`src/hdl/pcs_pkg.sv`:
```
// ----------------------------------------------------------------------------
// pcs_pkg
// Shared widths, defaults and the queue entry type of the processor selector.
// ----------------------------------------------------------------------------
`default_nettype none

package pcs_pkg;

  localparam int CPU_W            = 3;
  localparam int UTIL_W           = 11;
  localparam int DEPTH_W          = 4;
  localparam int DEMAND_W         = UTIL_W + 1;
  localparam int NUM_CPUS_DEFAULT = 8;
  localparam int QUEUE_DEPTH      = 2;

  typedef struct packed {
    logic [CPU_W-1:0]   cpu;
    logic               idle_cand;
    logic               busy_fit;
    logic [UTIL_W-1:0]  capacity;
    logic [DEPTH_W-1:0] idle_depth;
    logic [UTIL_W-1:0]  cpu_util;
    logic [UTIL_W-1:0]  spare;
    logic               last;
  } pcs_entry_t;

endpackage

`default_nettype wire

```
`src/hdl/performance_cpu_selector_top.sv`:
```
// ----------------------------------------------------------------------------
// performance_cpu_selector_top
// Picks a processor for a waking task from a stream of candidate items.
//
// Input channel (in_valid/in_ready): one candidate per item, last marks the
// final candidate of a selection. Output channel (out_valid/out_ready): one
// result item per selection, given after the last candidate.
// Throughput: one candidate per cycle; in_ready is high whenever the
// two-entry queue between the classifier and the tracker has room.
// When the queue is empty, the last candidate passes through the queue and
// then the output register before the result item appears.
// When the receiver stalls, the result is held in the output register; the
// tracker keeps consuming candidates of the next selection and stops only
// at that selection's last item, after which the queue fills and in_ready
// drops.
// Reset clears the queue, the trackers and the output register.
// ----------------------------------------------------------------------------
`default_nettype none

module performance_cpu_selector_top
  import pcs_pkg::*;
#(
  parameter int NUM_CPUS = NUM_CPUS_DEFAULT
) (
  input  wire logic               clk,
  input  wire logic               rst,
  input  wire logic               in_valid,
  output logic                    in_ready,
  input  wire logic [CPU_W-1:0]   cpu_index,
  input  wire logic               eligible,
  input  wire logic               is_idle,
  input  wire logic [UTIL_W-1:0]  capacity,
  input  wire logic [DEPTH_W-1:0] idle_depth,
  input  wire logic [UTIL_W-1:0]  cpu_util,
  input  wire logic [UTIL_W-1:0]  task_util,
  input  wire logic [UTIL_W-1:0]  boosted_util,
  input  wire logic               last,
  output logic                    out_valid,
  input  wire logic               out_ready,
  output logic [CPU_W-1:0]        chosen_cpu,
  output logic                    found,
  output logic                    from_idle
);

  pcs_entry_t front_entry;
  pcs_entry_t head_entry;
  logic       q_full;
  logic       head_valid;
  logic       pop;

  assign in_ready = !q_full;

  pcs_front #(
    .NUM_CPUS(NUM_CPUS)
  ) u_front (
    .cpu_index   (cpu_index),
    .eligible    (eligible),
    .is_idle     (is_idle),
    .capacity    (capacity),
    .idle_depth  (idle_depth),
    .cpu_util    (cpu_util),
    .task_util   (task_util),
    .boosted_util(boosted_util),
    .last        (last),
    .entry       (front_entry)
  );

  pcs_queue #(
    .DEPTH(QUEUE_DEPTH)
  ) u_queue (
    .clk       (clk),
    .rst       (rst),
    .push      (in_valid && in_ready),
    .push_entry(front_entry),
    .full      (q_full),
    .pop       (pop),
    .head_valid(head_valid),
    .head_entry(head_entry)
  );

  pcs_back u_back (
    .clk       (clk),
    .rst       (rst),
    .head_valid(head_valid),
    .head_entry(head_entry),
    .pop       (pop),
    .out_valid (out_valid),
    .out_ready (out_ready),
    .chosen_cpu(chosen_cpu),
    .found     (found),
    .from_idle (from_idle)
  );

endmodule

`default_nettype wire

```
`src/hdl/pcs_front.sv`:
```
// ----------------------------------------------------------------------------
// pcs_front
// Classifies one candidate: range check, idle candidate, busy fit and spare.
// ----------------------------------------------------------------------------
`default_nettype none

module pcs_front
  import pcs_pkg::*;
#(
  parameter int NUM_CPUS = NUM_CPUS_DEFAULT
) (
  input  wire logic [CPU_W-1:0]   cpu_index,
  input  wire logic               eligible,
  input  wire logic               is_idle,
  input  wire logic [UTIL_W-1:0]  capacity,
  input  wire logic [DEPTH_W-1:0] idle_depth,
  input  wire logic [UTIL_W-1:0]  cpu_util,
  input  wire logic [UTIL_W-1:0]  task_util,
  input  wire logic [UTIL_W-1:0]  boosted_util,
  input  wire logic               last,
  output pcs_entry_t              entry
);

  localparam int IdxW = 8;

  logic                in_range;
  logic                elig;
  logic [DEMAND_W-1:0] sum;
  logic [DEMAND_W-1:0] demand;
  logic                fits;

  always_comb begin
    in_range = IdxW'(cpu_index) < IdxW'(NUM_CPUS);
    elig     = eligible && in_range;
    sum      = DEMAND_W'(cpu_util) + DEMAND_W'(task_util);
    demand   = (DEMAND_W'(boosted_util) > sum) ? DEMAND_W'(boosted_util) : sum;
    fits     = demand <= DEMAND_W'(capacity);

    entry.cpu        = cpu_index;
    entry.idle_cand  = elig && is_idle;
    entry.busy_fit   = elig && !is_idle && fits;
    entry.capacity   = capacity;
    entry.idle_depth = idle_depth;
    entry.cpu_util   = cpu_util;
    entry.spare      = capacity - cpu_util;
    entry.last       = last;
  end

endmodule

`default_nettype wire

```
`src/hdl/pcs_queue.sv`:
```
// ----------------------------------------------------------------------------
// pcs_queue
// Short FIFO of classified items between the front and back parts.
// ----------------------------------------------------------------------------
`default_nettype none

module pcs_queue
  import pcs_pkg::*;
#(
  parameter int DEPTH = QUEUE_DEPTH
) (
  input  wire logic       clk,
  input  wire logic       rst,
  input  wire logic       push,
  input  wire pcs_entry_t push_entry,
  output logic            full,
  input  wire logic       pop,
  output logic            head_valid,
  output pcs_entry_t      head_entry
);

  localparam int PtrW = (DEPTH > 1) ? $clog2(DEPTH) : 1;
  localparam int CntW = $clog2(DEPTH + 1);

  pcs_entry_t       mem [DEPTH];
  logic [PtrW-1:0]  wr_ptr;
  logic [PtrW-1:0]  rd_ptr;
  logic [CntW-1:0]  count;

  assign full       = count == CntW'(DEPTH);
  assign head_valid = count != '0;
  assign head_entry = mem[rd_ptr];

  always_ff @(posedge clk) begin
    if (push) begin
      mem[wr_ptr] <= push_entry;
    end
  end

  always_ff @(posedge clk) begin
    if (rst) begin
      wr_ptr <= '0;
      rd_ptr <= '0;
      count  <= '0;
    end else begin
      if (push) begin
        wr_ptr <= (wr_ptr == PtrW'(DEPTH - 1)) ? '0 : wr_ptr + 1'b1;
      end
      if (pop) begin
        rd_ptr <= (rd_ptr == PtrW'(DEPTH - 1)) ? '0 : rd_ptr + 1'b1;
      end
      if (push && !pop) begin
        count <= count + 1'b1;
      end else if (pop && !push) begin
        count <= count - 1'b1;
      end
    end
  end

endmodule

`default_nettype wire

```
`src/hdl/pcs_back.sv`:
```
// ----------------------------------------------------------------------------
// pcs_back
// Updates the idle and backup trackers and registers the result item.
// ----------------------------------------------------------------------------
`default_nettype none

module pcs_back
  import pcs_pkg::*;
(
  input  wire logic             clk,
  input  wire logic             rst,
  input  wire logic             head_valid,
  input  wire pcs_entry_t       head_entry,
  output logic                  pop,
  output logic                  out_valid,
  input  wire logic             out_ready,
  output logic [CPU_W-1:0]      chosen_cpu,
  output logic                  found,
  output logic                  from_idle
);

  logic               idle_valid;
  logic [UTIL_W-1:0]  best_capacity;
  logic [DEPTH_W-1:0] best_depth;
  logic [UTIL_W-1:0]  best_util;
  logic [CPU_W-1:0]   best_idle_num;
  logic               backup_valid;
  logic [UTIL_W-1:0]  max_spare;
  logic [CPU_W-1:0]   backup_cpu_reg;

  logic               take_idle;
  logic               take_backup;
  logic               idle_valid_next;
  logic [CPU_W-1:0]   best_idle_num_next;
  logic               backup_valid_next;
  logic [CPU_W-1:0]   backup_cpu_next;
  logic               emit;

  always_comb begin
    pop  = head_valid && (!head_entry.last || !out_valid || out_ready);
    emit = pop && head_entry.last;

    take_idle = head_entry.idle_cand &&
                (!idle_valid || head_entry.capacity > best_capacity ||
                 (head_entry.capacity == best_capacity &&
                  (head_entry.idle_depth < best_depth ||
                   (head_entry.idle_depth == best_depth &&
                    head_entry.cpu_util < best_util))));
    take_backup = head_entry.busy_fit &&
                  (!backup_valid || head_entry.spare >= max_spare);

    idle_valid_next    = idle_valid || take_idle;
    best_idle_num_next = take_idle ? head_entry.cpu : best_idle_num;
    backup_valid_next  = backup_valid || take_backup;
    backup_cpu_next    = take_backup ? head_entry.cpu : backup_cpu_reg;
  end

  always_ff @(posedge clk) begin
    if (rst || emit) begin
      idle_valid     <= 1'b0;
      best_capacity  <= '0;
      best_depth     <= '0;
      best_util      <= '0;
      best_idle_num  <= '0;
      backup_valid   <= 1'b0;
      max_spare      <= '0;
      backup_cpu_reg <= '0;
    end else if (pop) begin
      if (take_idle) begin
        idle_valid    <= 1'b1;
        best_capacity <= head_entry.capacity;
        best_depth    <= head_entry.idle_depth;
        best_util     <= head_entry.cpu_util;
        best_idle_num <= head_entry.cpu;
      end
      if (take_backup) begin
        backup_valid   <= 1'b1;
        max_spare      <= head_entry.spare;
        backup_cpu_reg <= head_entry.cpu;
      end
    end
  end

  always_ff @(posedge clk) begin
    if (rst) begin
      out_valid  <= 1'b0;
      chosen_cpu <= '0;
      found      <= 1'b0;
      from_idle  <= 1'b0;
    end else if (emit) begin
      out_valid <= 1'b1;
      if (idle_valid_next) begin
        chosen_cpu <= best_idle_num_next;
        found      <= 1'b1;
        from_idle  <= 1'b1;
      end else if (backup_valid_next) begin
        chosen_cpu <= backup_cpu_next;
        found      <= 1'b1;
        from_idle  <= 1'b0;
      end else begin
        chosen_cpu <= '0;
        found      <= 1'b0;
        from_idle  <= 1'b0;
      end
    end else if (out_ready) begin
      out_valid <= 1'b0;
    end
  end

endmodule

`default_nettype wire

```
`config.mk`:
```
export PLATFORM = sky130hd
export DESIGN_NAME = performance_cpu_selector_top
export DESIGN_NICKNAME = d
export VERILOG_FILES = /design/src/hdl/pcs_pkg.sv /design/src/hdl/performance_cpu_selector_top.sv /design/src/hdl/pcs_front.sv /design/src/hdl/pcs_queue.sv /design/src/hdl/pcs_back.sv
export SDC_FILE = /design/constraint.sdc
export NUM_CORES = 1
export LEC_CHECK = 0
export BUFFER_PORTS_ARGS = -buffer_cell sky130_fd_sc_hd__buf_2
export CORE_MARGIN = 3
export CORE_UTILIZATION = 65
export DETAILED_ROUTE_END_ITERATION = 12
export GPL_ROUTABILITY_DRIVEN = 0
export PLACE_DENSITY = 0.86
export RECOVER_POWER = 50
export SYNTH_ARGS = -nofsm -noshare
export SYNTH_HDL_FRONTEND = slang
export SYNTH_SLANG_ARGS = --single-unit
```
`constraint.sdc`:
```
create_clock -name clk -period 8.9 [get_ports clk]
set_clock_uncertainty 0.15 [all_clocks]
set_input_delay 0.445 -clock clk [delete_from_list [all_inputs] [get_ports clk]]
set_output_delay 0.445 -clock clk [all_outputs]
set_load 0.005 [all_outputs]
```
==> out/metrics.cfg <==
[run_status]
status=finished with violations
failed_checks=max-capacitance violations, max-slew violations

[cts]
cts_buffer_depth=2
cts_tree=built
cts_setup_buffers=0
clk_pin_slew_ns=0.06
cts_resized=0
holdBufCountCts=0
cts_buffers=17
cts_sinks=142
insertion_delay_ns=0.42
root_buffer=clkbuf_16
htree_levels=4

[global_routing]
gr-usage-all-layers=0.273
grt_max_degree=46
grt_first_pass_wirelength_um=27900
grt_pass1_vias=5936
overflow=0
antenna_found_initial=0

[floorplanning]
initial_core_util=0.672
ios=65
die_h_um=115
die_x_um=115
die_area_sq_mm=0.0132
core_sq_mm=0.0115
rows=39

[layout]
n_antenna_cell=0
syn_to_final_growth_pct=12.8
largest_reg_flops=86
top_register=u_queue.mem
nets=918
drive_gt1_frac=0.158
final_cell_area_sq_mm=0.00872

[critical_path]
worstSetupStartpoint=cpu_util[0]
ff2ff_path_depth=11
startpoint_type=primary input
critPathKind=primary input to flop
cp.arrival_ns=6.15
worst-r2r-setup-slack_ns=4.71
cp.required_ns=8.94
cp-endpoint=u_queue.mem[0][38]
end_kind=flop
crit_fanout=11
timing.rr.end=u_back.best_depth[0]

[yosys]
synth.avg_cell_area_sq_um=10.8
synth_top_cells_by_count=edfxtp_1 (86), ha_1 (80), inv_1 (72)
synth.most_common_cell=edfxtp_1
syn_nets=857
ys_types=52
yosysTopAreaCell=edfxtp_1
yosysTopAreaCellShare=0.334
ys.flop_type=edfxtp_1
seq_area_frac_synth=0.479
synth_area_leaders=edfxtp_1 (33%), dfxtp_1 (14%), ha_1 (13%)
synth_edf_count=86
synth-seq-cells=142
synth_cells=717
synthesis.area_sq_mm=0.00773
yosys_warnings=0
synth-async-reset-ratio=0

[timing]
fin_setup_tns_ns=0
slew_headroom=-0.543
hold_viol_final=0
fin_ws_ns=2.80
finalMaxSlewViolations=38
period_minus_slack_ns=6.10
maxClockFrequency_ghz=0.164
setup_viol=0
timing.hold.ws_ns=0.0691
rsz0062_at_grt=no
worst_pin_slew_ns=2.31
fin_crit_sh=0.686

[placed_design]
io_buffer_count=64
place_area_sq_mm=0.00816
dp_slack_ns=2.46
dp_hpwl_um=12200

[job]
maxCapViolCount=1

[drt]
drc_errors=0
postRouteAntennaNets=0
drt_iter0_drc=446
detail_route.wirelength_um=17600
routedWlPerCell_um=18.8
vias=5704
via_per_inst=6.11
dr.pass1.iters=5

[hold_path]
hold_start=cpu_index[1]
worstHoldPathType=primary input to flop

[pwr]
max-vdd-ir-drop_uv=174
power_density_mw_per_mm2=302
p_leak_nw=3.44
finalPower_w=0.00263

[critical path: stages]
cell	delay, ns
clkbuf_1	0.12
ha_1	0.24
fa_1	0.41
a21o_1	0.20
a211o_1	0.33
a311oi_1	0.38
nor2b_1	0.19
o21bai_1	0.09
xnor2_1	0.16
ha_1	0.33
and4_1	0.24
a31oi_1	0.10
nor3b_2	0.83
mux2_2	0.43
ha_1	0.30
nor2b_1	0.15
o21a_1	0.18
o21a_1	0.16
o211ai_1	0.16
a21oi_1	0.09
o221a_2	0.25
nor4b_1	0.36
[layout make-up]
cell class | count | area, sq um
Sequential cell | 142 | 3700
Multi-Input combinational cell | 475 | 3640
Fill cell | 749 | 2790
Clock buffer | 17 | 425
Timing Repair Buffer | 69 | 322
Inverter | 73 | 274
Clock inverter | 15 | 184
Tap cell | 143 | 179
[layer usage]
layer / GRT usage / share of wire
met1: 0.322 / 0.41
met2: 0.465 / 0.48
met3: 0.0668 / 0.064
met4: 0.138 / 0.044
met5: 0 / 0
[cell usage in the layout (no fill, tap or decap), drive strengths merged, types with 16 or more instances in the layout]
| cell | netlist | routed |
|---|---|---|
| nor3 | 60 | 60 |
| ha | 80 | 80 |
| clkbuf | 8 | 44 |
| nand3 | 16 | 16 |
| mux2 | 42 | 42 |
| inv | 73 | 79 |
| buf | 19 | 42 |
| nor2 | 36 | 36 |
| o21ai | 16 | 16 |
| nand2 | 19 | 19 |
| mux2i | 19 | 19 |
| dfxtp | 56 | 56 |
| edfxtp | 86 | 86 |
| a21oi | 61 | 61 |
[where the power goes]
| part | switching [W] | internal [W] |
|---|---|---|
| Sequential | 0.0000641 | 0.000871 |
| Combinational | 0.000592 | 0.000382 |
| Clock | 0.000280 | 0.000445 |
| Total | 0.000936 | 0.00170 |
[cell families (layout without fill, tap and decap cells)]
| kind of cell | count (synthesis) | in the layout | share of synthesized area |
|---|---|---|---|
| buffers and inverters | 100 | 174 | 0.0540 |
| muxes | 61 | 61 | 0.0857 |
| and+or+nand+nor | 181 | 181 | 0.119 |
| AOI/OAI and AO/OA | 132 | 132 | 0.106 |
| adders and majority gates | 82 | 82 | 0.135 |
| xor gates and xnor gates | 19 | 19 | 0.0215 |
| DFF | 142 | 142 | 0.479 |
[how the worst min path moves through the flow]
| stage | cells after the start | slack (ns) | endpoint |
|---|---|---|---|
| after floorplan | 2 | 0.29 | u_back.max_spare[10] |
| after global placement | 2 | 0.30 | u_back.max_spare[2] |
| after detailed placement | 2 | 0.31 | u_back.max_spare[2] |
| after CTS | 1 | 0.05 | u_queue.mem[0][26] |
| after global routing | 1 | 0.05 | u_queue.mem[0][23] |
| final | 1 | 0.07 | u_queue.mem[0][41] |
[metrics by stage]
step           utilization  std cells
6_report             0.757        934
5_1_grt              0.757        934
4_1_cts              0.761        934
3_5_place_dp         0.708        902
3_3_place_gp         0.708        902
2_1_floorplan            -        717
No activity file was read; power rests on OpenSTA's default activity.
